`config.mk`:
```
export PLATFORM = sky130hd
export DESIGN_NAME = terminal_key_sequence_encoder_flat
export DESIGN_NICKNAME = d
export VERILOG_FILES = /design/src/design/tkse_pkg.sv /design/src/design/tkse_ifs.sv /design/src/design/terminal_key_sequence_encoder.sv /design/src/design/tkse_front.sv /design/src/design/tkse_queue.sv /design/src/design/tkse_back.sv /design/src/flat_wrapper.sv
export SDC_FILE = /design/constraint.sdc
export NUM_CORES = 1
export LEC_CHECK = 0
export BUFFER_PORTS_ARGS = -buffer_cell sky130_fd_sc_hd__buf_2
export CORE_UTILIZATION = 40
export CTS_CLUSTER_DIAMETER = 50
export CTS_CLUSTER_SIZE = 24
export DETAILED_ROUTE_END_ITERATION = 10
export GPL_TIMING_DRIVEN = 0
export PLACE_DENSITY = 0.63
export SYNTH_ARGS = -nofsm -noshare
export SYNTH_HDL_FRONTEND = slang
export SYNTH_SLANG_ARGS = --single-unit
```
`constraint.sdc`:
```
create_clock -name clk -period 2.47 [get_ports clk]
set_input_delay 0.247 -clock clk [delete_from_list [all_inputs] [get_ports clk]]
set_output_delay 0.247 -clock clk [all_outputs]
set_load 0.005 [all_outputs]
```
`src/design/tkse_pkg.sv`:
```
package tkse_pkg;

	localparam int KEY_W   = 5;
	localparam int BYTE_W  = 8;
	localparam int SEQ_MAX = 7;
	localparam int LEN_W   = 3;

	typedef logic [KEY_W-1:0]  key_t;
	typedef logic [BYTE_W-1:0] byte_t;
	typedef logic [LEN_W-1:0]  len_t;

	localparam key_t KEY_NONE   = 5'd0;
	localparam key_t KEY_ENTER  = 5'd1;
	localparam key_t KEY_BKSP   = 5'd2;
	localparam key_t KEY_TAB    = 5'd3;
	localparam key_t KEY_ESC    = 5'd4;
	localparam key_t KEY_UP     = 5'd5;
	localparam key_t KEY_DOWN   = 5'd6;
	localparam key_t KEY_RIGHT  = 5'd7;
	localparam key_t KEY_LEFT   = 5'd8;
	localparam key_t KEY_HOME   = 5'd9;
	localparam key_t KEY_END    = 5'd10;
	localparam key_t KEY_INS    = 5'd11;
	localparam key_t KEY_DEL    = 5'd12;
	localparam key_t KEY_PGUP   = 5'd13;
	localparam key_t KEY_PGDN   = 5'd14;
	localparam key_t KEY_F1     = 5'd15;
	localparam key_t KEY_F2     = 5'd16;
	localparam key_t KEY_F3     = 5'd17;
	localparam key_t KEY_F4     = 5'd18;
	localparam key_t KEY_F5     = 5'd19;
	localparam key_t KEY_F6     = 5'd20;
	localparam key_t KEY_F7     = 5'd21;
	localparam key_t KEY_F8     = 5'd22;
	localparam key_t KEY_F9     = 5'd23;
	localparam key_t KEY_F10    = 5'd24;
	localparam key_t KEY_F11    = 5'd25;
	localparam key_t KEY_F12    = 5'd26;

	localparam byte_t CH_ESC   = 8'h1b;
	localparam byte_t CH_CR    = 8'h0d;
	localparam byte_t CH_DEL   = 8'h7f;
	localparam byte_t CH_HT    = 8'h09;
	localparam byte_t CH_LBRK  = 8'h5b; // '['
	localparam byte_t CH_O     = 8'h4f;
	localparam byte_t CH_Z     = 8'h5a;
	localparam byte_t CH_SEMI  = 8'h3b;
	localparam byte_t CH_TILDE = 8'h7e;
	localparam byte_t CH_ONE   = 8'h31;
	localparam byte_t CH_P     = 8'h50;

	// register index of the configuration port
	localparam logic REG_APP_CURSOR = 1'b0;

	// sequence descriptor: bytes in order from seq[0], len counts them (0 = nothing)
	typedef struct packed {
		byte_t [SEQ_MAX-1:0] seq;
		len_t                len;
	} desc_t;

	typedef struct packed {
		logic twin;  // number has two digits
		byte_t tens;
		byte_t ones;
	} tilde_num_t;

	function automatic byte_t cursor_letter(key_t key);
		byte_t letter;
		case (key)
			KEY_UP:    letter = 8'h41;
			KEY_DOWN:  letter = 8'h42;
			KEY_RIGHT: letter = 8'h43;
			KEY_LEFT:  letter = 8'h44;
			KEY_HOME:  letter = 8'h48;
			KEY_END:   letter = 8'h46;
			default:   letter = 8'h41;
		endcase
		return letter;
	endfunction

	function automatic tilde_num_t tilde_num(key_t key);
		tilde_num_t n;
		n.twin = 1'b1;
		n.tens = 8'h31;
		case (key)
			KEY_INS:  begin n.twin = 1'b0; n.ones = 8'h32; end
			KEY_DEL:  begin n.twin = 1'b0; n.ones = 8'h33; end
			KEY_PGUP: begin n.twin = 1'b0; n.ones = 8'h35; end
			KEY_PGDN: begin n.twin = 1'b0; n.ones = 8'h36; end
			KEY_F5:   n.ones = 8'h35;
			KEY_F6:   n.ones = 8'h37;
			KEY_F7:   n.ones = 8'h38;
			KEY_F8:   n.ones = 8'h39;
			KEY_F9:   begin n.tens = 8'h32; n.ones = 8'h30; end
			KEY_F10:  begin n.tens = 8'h32; n.ones = 8'h31; end
			KEY_F11:  begin n.tens = 8'h32; n.ones = 8'h33; end
			KEY_F12:  begin n.tens = 8'h32; n.ones = 8'h34; end
			default:  begin n.twin = 1'b0; n.ones = 8'h30; end
		endcase
		return n;
	endfunction

endpackage

```
`src/design/tkse_ifs.sv`:
```
interface tkse_key_if import tkse_pkg::*; ();
	logic  valid;
	logic  ready;
	key_t  key_code;
	logic  shift_held;
	logic  alt_held;
	logic  ctrl_held;

	modport source (output valid, key_code, shift_held, alt_held, ctrl_held, input ready);
	modport sink   (input valid, key_code, shift_held, alt_held, ctrl_held, output ready);
endinterface

interface tkse_byte_if import tkse_pkg::*; ();
	logic  valid;
	logic  ready;
	byte_t out_byte;
	logic  last_byte;

	modport source (output valid, out_byte, last_byte, input ready);
	modport sink   (input valid, out_byte, last_byte, output ready);
endinterface

```
`src/design/terminal_key_sequence_encoder.sv`:
```
// Key event in, terminal byte stream out. Each accepted key is turned into its
// escape sequence by the front classifier in the same cycle and parked in a small
// sequence queue (QUEUE_DEPTH entries); the back serializer sends one byte per
// cycle while byte_out is ready, from a registered output, flagging the final
// byte with last_byte. A key's sequence has 1 to 7 bytes, so the sustained rate
// is set by the serializer at one byte per cycle; keys are accepted every cycle
// while the queue has room. The first byte passes through the queue entry and
// then the output register before it is presented on byte_out. Keys that produce
// nothing (code 0, codes 27..31) are absorbed silently.
// The app_cursor_mode register sits at byte address 0 of the APB port; write it
// only while the block is idle.
module terminal_key_sequence_encoder import tkse_pkg::*; #(
	parameter int QUEUE_DEPTH = 2
) (
	input  logic        clk,
	input  logic        arst_n,
	tkse_key_if.sink    key_in,
	tkse_byte_if.source byte_out,
	input  logic        psel,
	input  logic        penable,
	input  logic        pwrite,
	input  logic [2:0]  paddr,
	input  logic [31:0] pwdata,
	output logic [31:0] prdata,
	output logic        pready
);

	logic  app_cursor_q;
	logic  push;
	logic  push_ready;
	desc_t push_desc;
	logic  pop;
	desc_t head;
	logic  head_valid;

	assign pready = 1'b1;
	assign prdata = (paddr[2] == REG_APP_CURSOR) ? {31'd0, app_cursor_q} : '0;

	always_ff @(posedge clk or negedge arst_n) begin
		if (!arst_n)
			app_cursor_q <= 1'b0;
		else if (psel && penable && pwrite && paddr[2] == REG_APP_CURSOR)
			app_cursor_q <= pwdata[0];
	end

	tkse_front u_front (
		.key_in     (key_in),
		.app_cursor (app_cursor_q),
		.push       (push),
		.push_desc  (push_desc),
		.push_ready (push_ready)
	);

	tkse_queue #(.DEPTH(QUEUE_DEPTH)) u_queue (
		.clk        (clk),
		.arst_n     (arst_n),
		.push       (push),
		.push_desc  (push_desc),
		.push_ready (push_ready),
		.pop        (pop),
		.head       (head),
		.head_valid (head_valid)
	);

	tkse_back u_back (
		.clk        (clk),
		.arst_n     (arst_n),
		.head       (head),
		.head_valid (head_valid),
		.pop        (pop),
		.byte_out   (byte_out)
	);

endmodule

```
`src/design/tkse_front.sv`:
```
module tkse_front import tkse_pkg::*; (
	tkse_key_if.sink key_in,
	input  logic     app_cursor,
	output logic     push,
	output desc_t    push_desc,
	input  logic     push_ready
);

	logic       any_mod;
	byte_t      pdig;
	tilde_num_t num;
	key_t       key;

	assign key = key_in.key_code;
	assign key_in.ready = push_ready;

	always_comb begin
		any_mod = key_in.shift_held | key_in.alt_held | key_in.ctrl_held;
		pdig = CH_ONE + {5'd0, key_in.ctrl_held, key_in.alt_held, key_in.shift_held};
		num = tilde_num(key);
		push_desc.seq = '0;
		push_desc.len = '0;

		if (key == KEY_ENTER || key == KEY_BKSP) begin
			if (key_in.alt_held) begin
				push_desc.seq[0] = CH_ESC;
				push_desc.seq[1] = (key == KEY_ENTER) ? CH_CR : CH_DEL;
				push_desc.len = 3'd2;
			end else begin
				push_desc.seq[0] = (key == KEY_ENTER) ? CH_CR : CH_DEL;
				push_desc.len = 3'd1;
			end
		end else if (key == KEY_TAB) begin
			if (key_in.shift_held) begin
				push_desc.seq[0] = CH_ESC;
				push_desc.seq[1] = CH_LBRK;
				push_desc.seq[2] = CH_Z;
				push_desc.len = 3'd3;
			end else begin
				push_desc.seq[0] = CH_HT;
				push_desc.len = 3'd1;
			end
		end else if (key == KEY_ESC) begin
			push_desc.seq[0] = CH_ESC;
			push_desc.len = 3'd1;
		end else if ((key >= KEY_UP && key <= KEY_END) || (key >= KEY_F1 && key <= KEY_F4)) begin
			push_desc.seq[0] = CH_ESC;
			if (any_mod) begin
				push_desc.seq[1] = CH_LBRK;
				push_desc.seq[2] = CH_ONE;
				push_desc.seq[3] = CH_SEMI;
				push_desc.seq[4] = pdig;
				push_desc.len = 3'd6;
			end else begin
				// F1..F4 always take SS3; cursor keys only in application mode
				push_desc.seq[1] = (key >= KEY_F1 || app_cursor) ? CH_O : CH_LBRK;
				push_desc.len = 3'd3;
			end
			if (key >= KEY_F1)
				push_desc.seq[any_mod ? 5 : 2] = CH_P + {3'd0, key - KEY_F1};
			else
				push_desc.seq[any_mod ? 5 : 2] = cursor_letter(key);
		end else if ((key >= KEY_INS && key <= KEY_PGDN) || (key >= KEY_F5 && key <= KEY_F12)) begin
			push_desc.seq[0] = CH_ESC;
			push_desc.seq[1] = CH_LBRK;
			if (num.twin) begin
				push_desc.seq[2] = num.tens;
				push_desc.seq[3] = num.ones;
				if (any_mod) begin
					push_desc.seq[4] = CH_SEMI;
					push_desc.seq[5] = pdig;
					push_desc.seq[6] = CH_TILDE;
					push_desc.len = 3'd7;
				end else begin
					push_desc.seq[4] = CH_TILDE;
					push_desc.len = 3'd5;
				end
			end else begin
				push_desc.seq[2] = num.ones;
				if (any_mod) begin
					push_desc.seq[3] = CH_SEMI;
					push_desc.seq[4] = pdig;
					push_desc.seq[5] = CH_TILDE;
					push_desc.len = 3'd6;
				end else begin
					push_desc.seq[3] = CH_TILDE;
					push_desc.len = 3'd4;
				end
			end
		end
	end

	// drop keys that produce nothing
	assign push = key_in.valid && push_ready && (push_desc.len != '0);

endmodule

```
`src/design/tkse_queue.sv`:
```
module tkse_queue import tkse_pkg::*; #(
	parameter int DEPTH = 2
) (
	input  logic  clk,
	input  logic  arst_n,
	input  logic  push,
	input  desc_t push_desc,
	output logic  push_ready,
	input  logic  pop,
	output desc_t head,
	output logic  head_valid
);

	localparam int PW = (DEPTH > 1) ? $clog2(DEPTH) : 1;
	localparam int CW = $clog2(DEPTH + 1);

	desc_t           mem_q [DEPTH];
	logic [PW-1:0]   wr_ptr_q;
	logic [PW-1:0]   rd_ptr_q;
	logic [CW-1:0]   count_q;

	assign push_ready = (count_q != CW'(DEPTH));
	assign head_valid = (count_q != '0);
	assign head       = mem_q[rd_ptr_q];

	always_ff @(posedge clk or negedge arst_n) begin
		if (!arst_n) begin
			wr_ptr_q <= '0;
			rd_ptr_q <= '0;
			count_q  <= '0;
		end else begin
			if (push)
				wr_ptr_q <= (wr_ptr_q == PW'(DEPTH - 1)) ? '0 : wr_ptr_q + 1'b1;
			if (pop)
				rd_ptr_q <= (rd_ptr_q == PW'(DEPTH - 1)) ? '0 : rd_ptr_q + 1'b1;
			if (push && !pop)
				count_q <= count_q + 1'b1;
			else if (pop && !push)
				count_q <= count_q - 1'b1;
		end
	end

	always_ff @(posedge clk) begin
		if (push)
			mem_q[wr_ptr_q] <= push_desc;
	end

endmodule

```
`src/design/tkse_back.sv`:
```
module tkse_back import tkse_pkg::*; (
	input  logic  clk,
	input  logic  arst_n,
	input  desc_t head,
	input  logic  head_valid,
	output logic  pop,
	tkse_byte_if.source byte_out
);

	logic  [LEN_W-1:0] idx_q;
	logic              out_valid_q;
	byte_t             out_byte_q;
	logic              out_last_q;
	logic              load;
	logic              is_last;

	assign load    = head_valid && (!out_valid_q || byte_out.ready);
	assign is_last = (idx_q == head.len - 1'b1);
	assign pop     = load && is_last;

	assign byte_out.valid     = out_valid_q;
	assign byte_out.out_byte  = out_byte_q;
	assign byte_out.last_byte = out_last_q;

	always_ff @(posedge clk or negedge arst_n) begin
		if (!arst_n) begin
			idx_q       <= '0;
			out_valid_q <= 1'b0;
		end else begin
			if (load)
				idx_q <= is_last ? '0 : idx_q + 1'b1;
			if (load)
				out_valid_q <= 1'b1;
			else if (byte_out.ready)
				out_valid_q <= 1'b0;
		end
	end

	always_ff @(posedge clk) begin
		if (load) begin
			out_byte_q <= head.seq[idx_q];
			out_last_q <= is_last;
		end
	end

endmodule
```
`src/flat_wrapper.sv`:
```
// flat-port wrapper written by rule: the top's interface ports become plain ports
module terminal_key_sequence_encoder_flat import tkse_pkg::*;
#(
	parameter int QUEUE_DEPTH = 2
)
  (clk, arst_n, psel, penable, pwrite, paddr, pwdata, prdata, pready, key_in_valid, key_in_key_code, key_in_shift_held, key_in_alt_held, key_in_ctrl_held, key_in_ready, byte_out_valid, byte_out_out_byte, byte_out_last_byte, byte_out_ready);
  tkse_key_if key_in_i ();
  tkse_byte_if byte_out_i ();
  input  logic clk;
  input  logic arst_n;
  input  logic psel;
  input  logic penable;
  input  logic pwrite;
  input  logic [2:0] paddr;
  input  logic [31:0] pwdata;
  output logic [31:0] prdata;
  output logic pready;
  input wire logic [$bits(key_in_i.valid)-1:0] key_in_valid;
  input wire logic [$bits(key_in_i.key_code)-1:0] key_in_key_code;
  input wire logic [$bits(key_in_i.shift_held)-1:0] key_in_shift_held;
  input wire logic [$bits(key_in_i.alt_held)-1:0] key_in_alt_held;
  input wire logic [$bits(key_in_i.ctrl_held)-1:0] key_in_ctrl_held;
  output wire logic [$bits(key_in_i.ready)-1:0] key_in_ready;
  output wire logic [$bits(byte_out_i.valid)-1:0] byte_out_valid;
  output wire logic [$bits(byte_out_i.out_byte)-1:0] byte_out_out_byte;
  output wire logic [$bits(byte_out_i.last_byte)-1:0] byte_out_last_byte;
  input wire logic [$bits(byte_out_i.ready)-1:0] byte_out_ready;
  assign key_in_i.valid = key_in_valid;
  assign key_in_i.key_code = key_in_key_code;
  assign key_in_i.shift_held = key_in_shift_held;
  assign key_in_i.alt_held = key_in_alt_held;
  assign key_in_i.ctrl_held = key_in_ctrl_held;
  assign key_in_ready = key_in_i.ready;
  assign byte_out_valid = byte_out_i.valid;
  assign byte_out_out_byte = byte_out_i.out_byte;
  assign byte_out_last_byte = byte_out_i.last_byte;
  assign byte_out_i.ready = byte_out_ready;
  terminal_key_sequence_encoder #(.QUEUE_DEPTH(QUEUE_DEPTH)) u_core (.clk(clk), .arst_n(arst_n), .key_in(key_in_i), .byte_out(byte_out_i), .psel(psel), .penable(penable), .pwrite(pwrite), .paddr(paddr), .pwdata(pwdata), .prdata(prdata), .pready(pready));
endmodule
```
==> flow_summary.yaml <==
place:
  hpwlAfterDp_mm: 8.335
  gp_congestion: 0.9040
  port_buffers: 26
  post-place-ws_ns: -0.6927
  dp.cells: 656
grt:
  grt_pass1_vias: 3429
  antenna_found_initial: 0
  grt_use_total_pct: 18.70
  grt_max_degree: 20
  grt-ovfl-total: 0
  grt_pass1_wl_mm: 18.55
routing:
  antenna_left: 0
  drc: 0
  initialDrtViolationCount: 299
  viasPerCell: 5.232
  wl_per_cell_um: 17.12
  dr.pass1.iters: 4
  via_count: 3579
  wl_mm: 11.71
worst_setup_path:
  crit_chain: "buf_2 > buf_6 > inv_1 > ha_1 > or3_4 > a31oi_4 > o221ai_4 > o311ai_4 > inv_1 > ha_1 > nor2_1 > xor2_1"
  slowest_delay_ns: 0.37
  critical_path_class: "input pin to register"
  setup.worst_path.start_class: "input pin"
  cp_slowest_cell: "or3_4"
  end_kind: "register"
  crit_fanout: 10
  cp_data_arrival_time_ns: 2.64
  worstPathRequired_ns: 2.73
logic_synthesis:
  yosysUniqueCellTypes: 62
  synthFlopType: "edfxtp_1"
  synth_edf_count: 84
  syn_inst: 427
  syn-mean-instance-area_sq_um: 12.08
  syn-cell-area_sq_um: 5156
  ys_seq_area_share_pct: 53.29
  ys_async_sr_fraction_pct: 9.677
  synth-seq-cells: 93
  yosysWarnings: 0
flow_run:
  max-cap-violations: 0
timing:
  tightest_slew_ns: 0.6992
  slew_viol_final: 0
  fin_crit_ns: 2.382
  period_share_pct: 96.45
  setup_ws_ns: 0.08767
  max_slew_margin_pct: 53.38
  setup_viol: 0
  fin_worst_skew_ns: 0.005489
  rsz0062_at_grt: "true"
  hold_violations: 0
  max_freq_mhz: 419.8
die:
  core_area_sq_um: 12570
  die_x_um: 115.5
  die-height_um: 115.5
  dieArea_sq_um: 13350
  floorplan.rows: 41
  initial_utilization_pct: 41.03
  ioPinCount: 94
clocking:
  path_clk_slew_ns: 0.06
  numCtsBuffers: 9
  clockBufferDepth: 2
  insertion_delay_ns: 0.34
  cts_max_level: 3
  clkSinkCount: 93
  ctsRootBufferMaster: "clkbuf_16"
  cts_tree: "yes"
power_and_ir_drop:
  ir_worst_vdd_v: 0.0003222
  p_leak_nw: 2.385
  p_total_mw: 5.772
  power_density_nw_per_um2: 930.6
final_layout:
  drive_gt1_share_pct: 27.73
  nFillCells: 1110
  nets: 568
  stdcell_count: 684
  antennaDiodeCount: 0
  syn2layout_area_growth_pct: 20.29
run_status:
  status: "completed"
min_path:
  hold_class: "input pin to register"
==> where the power goes <==
part | internal, mW | switching [mW] | total (mW) | leakage, nW
clock | 0.870 | 0.552 | 1.42 | 0.144
combinational | 0.919 | 1.14 | 2.06 | 1.33
sequential | 2.16 | 0.133 | 2.29 | 0.910
total | 3.94 | 1.83 | 5.77 | 2.38
==> Yosys cell counts (6+ instances only) <==
library cell | n | share of area, %
a211oi_1 | 7 | 1.0
a21oi_1 | 17 | 1.7
a31oi_1 | 8 | 0.97
buf_2 | 13 | 1.3
buf_4 | 33 | 4.8
clkbuf_1 | 10 | 0.73
dfrtp_1 | 9 | 4.4
edfxtp_1 | 84 | 49
ha_1 | 10 | 2.4
inv_1 | 14 | 1.0
mux2_2 | 7 | 1.5
mux2i_1 | 13 | 2.5
mux4_2 | 12 | 5.2
nand2_1 | 24 | 1.7
nand2b_1 | 6 | 0.73
nand3_1 | 11 | 1.1
nor2_1 | 24 | 1.7
nor2b_1 | 6 | 0.73
nor3_1 | 15 | 1.5
o21ai_0 | 19 | 1.8
o21ai_1 | 6 | 0.58
xnor2_1 | 6 | 1.0
==> path summary, 6_finish.rpt <==
kind                                                   start                            to  slack [ns]  depth (start not counted)
worst max-delay path                      key_in_key_code[1]     u_core.u_queue.count_q[1]        0.09                         12
worst min-delay path                               pwdata[0]           u_core.app_cursor_q        0.14                          2
worst max register to register       u_core.u_queue.rd_ptr_q     u_core.u_queue.count_q[1]        0.12                         11
worst min register to register  u_core.u_back.byte_out.valid  u_core.u_back.byte_out.valid        0.49                          2
max in group asynchronous                             arst_n       u_core.u_queue.wr_ptr_q        2.01                          2
min in group asynchronous                             arst_n  u_core.u_back.byte_out.valid        0.28                          2
==> repair_timing <==
action                     CTS  global route
setup endpoints to repair   78            80
hold endpoints to repair     9             0
hold buffers                 1             0
setup buffers                6             4
pin swaps                    3             3
resized for setup            6             5
gates cloned                 2             0
==> cell families (layout without fill, tap and decap cells) <==
family | after synthesis | in the layout | synth area share, %
other cells | 2 | 33 | 0.1457
fa+ha+maj | 10 | 10 | 2.427
compound gates | 95 | 95 | 13.27
mux | 32 | 32 | 9.294
buf+inv | 73 | 125 | 8.469
simple gates | 111 | 113 | 11.24
xor+xnor | 11 | 11 | 1.868
flops | 93 | 93 | 53.29
==> routing by layer <==
metal  GRT usage, %  share of wire, %  up-vias
li1               -                 -     1703
met2          30.70                48      132
met4          7.792               3.3        0
met1          24.18                43     1717
met5              0                 0        -
met3          3.766               5.1       27
==> through the flow <==
step / setup TNS (ns) / hold slack [ns] / util (%) / area (sq um)
4_1_cts: 0 / 0.1316 / 48.68 / 6118
3_3_place_gp: -49.48 / 0.1084 / 45.32 / 5695
5_1_grt: -0.07856 / 0.1402 / 49.35 / 6202
6_report: 0 / 0.1423 / 49.35 / 6202
3_5_place_dp: -54.87 / 0.1095 / 45.32 / 5695
2_1_floorplan: 0 / -0.04859 / - / 5350
==> layout make-up <==
class	instances	area, sq um	share of cell area [%]
well taps	172	215.2	3.470
flip-flops and latches	93	2748	44.30
multi-input cells	294	2166	34.92
clock inverters	6	78.83	1.271
clock buffers	9	225.2	3.631
repair buffers	37	277.8	4.479
plain buffers	59	439.2	7.081
inverters	14	52.55	0.8473
==> worst max-delay path, delay by kind of cell <==
family	cells	cell delay (ns)
xor+xnor	1	0.15
fa+ha+maj	2	0.60
simple gates	2	0.50
compound gates	3	0.75
buf+inv	4	0.39
==> state kept, by name (all words and copies together) (netlist names) <==
register / flops
u_core.u_queue.wr_ptr_q: 1
u_core.u_back.byte_out.out_byte: 7
u_core.u_queue.count_q: 2
u_core.u_back.byte_out.last_byte: 1
u_core.app_cursor_q: 1
u_core.u_queue.mem_q: 76
u_core.u_back.byte_out.valid: 1
u_core.u_queue.rd_ptr_q: 1
u_core.u_back.idx_q: 3
==> placed cells by master, fill, tap and decap left out, types with 13 or more instances in the layout <==
cell type	netlist	layout
o21ai_0	19	18
nor3_1	15	14
edfxtp_1	84	84
nand2_1	24	23
a21oi_1	17	17
conb_1	2	33
buf_2	13	34
nor2_1	24	22
inv_1	14	14
buf_4	33	38
mux2i_1	13	13
Power figures use the tool's default switching activity.
